==> config.mk <==
export PLATFORM = sky130hd
export DESIGN_NAME = lpm_ram
export DESIGN_NICKNAME = d
export VERILOG_FILES = /design/src/rtl/lpm_ram.sv
export SDC_FILE = /design/constraint.sdc
export NUM_CORES = 1
export LEC_CHECK = 0
export ABC_CLOCK_PERIOD_IN_PS = 2500
export BUFFER_PORTS_ARGS = -buffer_cell sky130_fd_sc_hd__buf_4
export CORE_UTILIZATION = 60
export DETAILED_ROUTE_END_ITERATION = 8
export HOLD_SLACK_MARGIN = 0.02
export PLACE_DENSITY = 0.88
export SLEW_MARGIN = 20
export SYNTH_ARGS = -nofsm -noshare
export SYNTH_HDL_FRONTEND = slang
export SYNTH_SLANG_ARGS = --single-unit
==> constraint.sdc <==
create_clock -name clk -period 2.5 [get_ports clk]
set_input_delay 0.125 -clock clk [delete_from_list [all_inputs] [get_ports clk]]
set_output_delay 0.125 -clock clk [all_outputs]
set_load 0.1 [all_outputs]
==> src/rtl/lpm_ram.sv <==
// Generic single-write, single-read synchronous RAM with registered read data.
module lpm_ram #(
	parameter int WIDTH = 8,
	parameter int DEPTH = 64
) (
	input  logic                     clk,
	input  logic                     we,
	input  logic [$clog2(DEPTH)-1:0] waddr,
	input  logic [WIDTH-1:0]         wdata,
	input  logic                     re,
	input  logic [$clog2(DEPTH)-1:0] raddr,
	output logic [WIDTH-1:0]         rdata
);

	logic [WIDTH-1:0] mem_q [DEPTH];

	always_ff @(posedge clk) begin
		if (we) begin
			mem_q[waddr] <= wdata;
		end
		if (re) begin
			rdata <= mem_q[raddr];
		end
	end

endmodule

# == Word level (Yosys, flattened, before mapping) ==
# Memory sizes are Yosys's and may differ from the RTL's. A register that Yosys moved wholly into a read port is not among the register bits.
# Index checks and enable logic that the tools add are counted.
# totals
reg_bits,0
ramBits,512
inputBits,23
mem_count,1
# mem_list
name,depth,width,rd,rd_ports_with_merged_regs,wr,line_no,text
mem_q,64,8,1,1,1,15,logic [WIDTH-1:0] mem_q [DEPTH];
# op_classes
muxes,2
# ops
operator,n
2-to-1 mux 1 bit,2

# == Longest topological paths before layout ==
# logic_depth
ltp_word,2
ltp_mapped,9

# == Least setup slack after synthesis ==
# Ideal clock, no wire load.
# synth_timing
kind,in2reg
from,input raddr[1]
to,"register rdata[3] (read register of mem_q), data pin"
setup_ns,0.266
arrival_time_ns,1.665
slack_ns,0.569
path_stages,7
path_cell_list,buf_4 -> buf_2 -> buf_2 -> mux4_2 -> mux4_2 -> o21ai_1 -> o41ai_1
# synth_rtl
item,line_no,text
from (decl),11,"input logic [$clog2(DEPTH)-1:0] raddr,"
to (decl),12,output logic [WIDTH-1:0] rdata

==> metrics <==
Pre-antenna DRT Iters 5; post-synthesis register bit count 520; Max Fclk 0.445 GHz; RR Startpoint mem_q[3][3]; total gr overflow 0; initial core utilization 0.616; syn nets 963; Async S/R FF share, synth 0; final hold violations 0; Pleak 0.00736 uW; max-slew violations 0; Fill cells 1,814; synth-to-layout area growth 13.9%; post-CTS sizing 0; core outline area 32,900 um^2; clock tree buffer depth 3; unrepaired setup endpoints after global routing no; GP Congestion 0.853; Mapped Area 20,200 um^2; critical path class reg -> reg; Via-to-Cell Ratio 6.76; Final Net Count 1,083; largest net degree at the start of global routing 65; dominant cells by area after synthesis edfxtp_1 (77%), mux4_2 (14%), nor2_1 (1.5%); area of the multi-input gates 4320 um^2; vias in the first global route 10.7k; first-pass GRT wire length 71.7 mm; final worst path period need 2.24 ns; CP startpoint mem_q[3][3]; distinct cell type count after synthesis 39; full die area 34,500 um^2; Routed Antenna Nets 0; Worst Setup EP rdata[3]; Avg WL per Cell 32.1 um; worst hold margin 0.134 ns; worst-margin pin slew 0.839 ns; height of the die 186 um; status completed; Max-slew headroom 0.439; DRT iter0 DRCs 1,452; later-pin clock latency in the skew report 0.57 ns; row count 66; # IOs 31; Yosys top cell area share 0.771; VDD IR max 0.000567 V; Crit Path Max Fanout 1; # setup viols final 0; R2R Setup Slk 0.26 ns; pwr/cell area 783 nW/um^2; Sequential Area 15,600 um^2; DP Area 21,500 um^2; Port Buffers 30; Syn Inst Count 940; CTS tree yes; fin crit share 0.898; Worst EP arrival 2.55 ns; Routed Wire Length 49.5 mm; clk_skew 0.0143 ns; die width 186 um; DRC violations left 0; Vias 10.4k; Post-synth EDFFs 520; reg-to-reg endpoint rdata[3]; initial antenna violation count 1; H-tree Lvls 2; CTS Buf Count 49; # Max-Cap Violations 0; Synth Flop Type edfxtp_1; CP Data Required Time 2.80 ns; clk slew on worst S/H paths 0.07 ns; startpoint types register; Min-Delay Path Class in -> reg; reg2reg path depth 5; leading area contributor after synthesis edfxtp_1; fraction of layout instances using a drive strength above 1 0.298; aggregate global-route resource usage 0.300; final instance area 23,100 um^2; detailed placement HPWL 28.3 mm; clock sink count 520; Worst Setup End Kind register; sequential area share after synthesis 0.771; YS warnings 0; root buf cell clkbuf_16; syn avg cell area 21.5 um^2; setup TNS 0 ns
-- layout by cell type (no fill, tap or decap), drive strengths merged, types with 13 or more instances in the layout --
master and count:
buf 118, clkbuf 65, clkinv 14, edfxtp 520, mux2 13, mux2i 23, mux4 126, nand2 19
nand3 13, nor2 83, nor2b 14
-- registers in the layout, indices dropped and copies added, names as in the netlist --
register	count
mem_q	512
rdata	8
-- worst min path at each step --
stage,start,to,slack [ns],cells after the start
floorplan,wdata[0],mem_q[0][0],0.22,0
global placement,re,rdata[0],0.47,1
detailed placement,re,rdata[0],0.47,1
CTS,raddr[5],rdata[4],0.10,3
global route,raddr[5],rdata[4],0.12,3
finish,raddr[5],rdata[4],0.13,3
-- power breakdown --
part	internal, uW	leakage (uW)	switching [uW]
clock network	4150	0.000744	3150
registers	9670	0.00469	30.3
logic	371	0.00193	672
total	14200	0.00736	3860
-- synthesized netlist by cell type (6+ instances only) --
library cell,n
buf_2,11
mux2_2,13
nor2b_1,14
o22ai_1,8
nand3_1,13
clkbuf_1,17
nand2_1,19
nor2_1,83
mux4_2,126
nor3_1,7
mux2i_1,23
edfxtp_1,520
nand2b_1,7
a221oi_1,6
o221ai_1,8
buf_4,13
-- logic make-up after synthesis --
group	synth area share
buffers and inverters	0.0156
multiplexers	0.159
AO/OA/AOI/OAI	0.0206
flip-flops	0.771
AND/OR/NAND/NOR	0.0337
-- through the flow --
stage          setup WS, ns  utilization  total power (uW)  std cells
2_1_floorplan         0.569            -             10500        940
3_3_place_gp         0.0840        0.654             10800       1450
3_5_place_dp         0.0768        0.654             10900       1450
4_1_cts               0.268        0.702             18100       1540
5_1_grt               0.113        0.702             18400       1540
6_report              0.255        0.702             18100       1541
-- final cells by class --
type | count | area share
Sequential cell | 520 | 0.677
Multi-Input combinational cell | 369 | 0.187
Clock buffer | 64 | 0.0575
Timing Repair Buffer | 120 | 0.0438
Tap cell | 442 | 0.0240
Clock inverter | 25 | 0.0103
Antenna cell | 1 | 0.000109
-- timing repair --
| item | in CTS | in global routing |
|---|---|---|
| hold buffers | 1 | 0 |
| endpoints found under the hold margin | 8 | 0 |
| buffers inserted | 0 | 0 |
| setup endpoints to repair | 0 | 0 |
-- routing by layer --
layer | share of wire | global-route usage | up-vias
li1 | - | - | 4173
met1 | 0.35 | 0.402 | 5245
met2 | 0.49 | 0.478 | 847
met3 | 0.12 | 0.0728 | 147
met4 | 0.044 | 0.125 | 2
met5 | 0.00026 | 0 | -
-- critical path: stages (launching register included) --
cell       delay [ns]
edfxtp_1         0.39
mux4_2           0.48
nor2b_1          0.16
a2111oi_0        0.65
buf_4            0.23
o41ai_1          0.07
No activity file was read; power rests on OpenSTA's default activity.
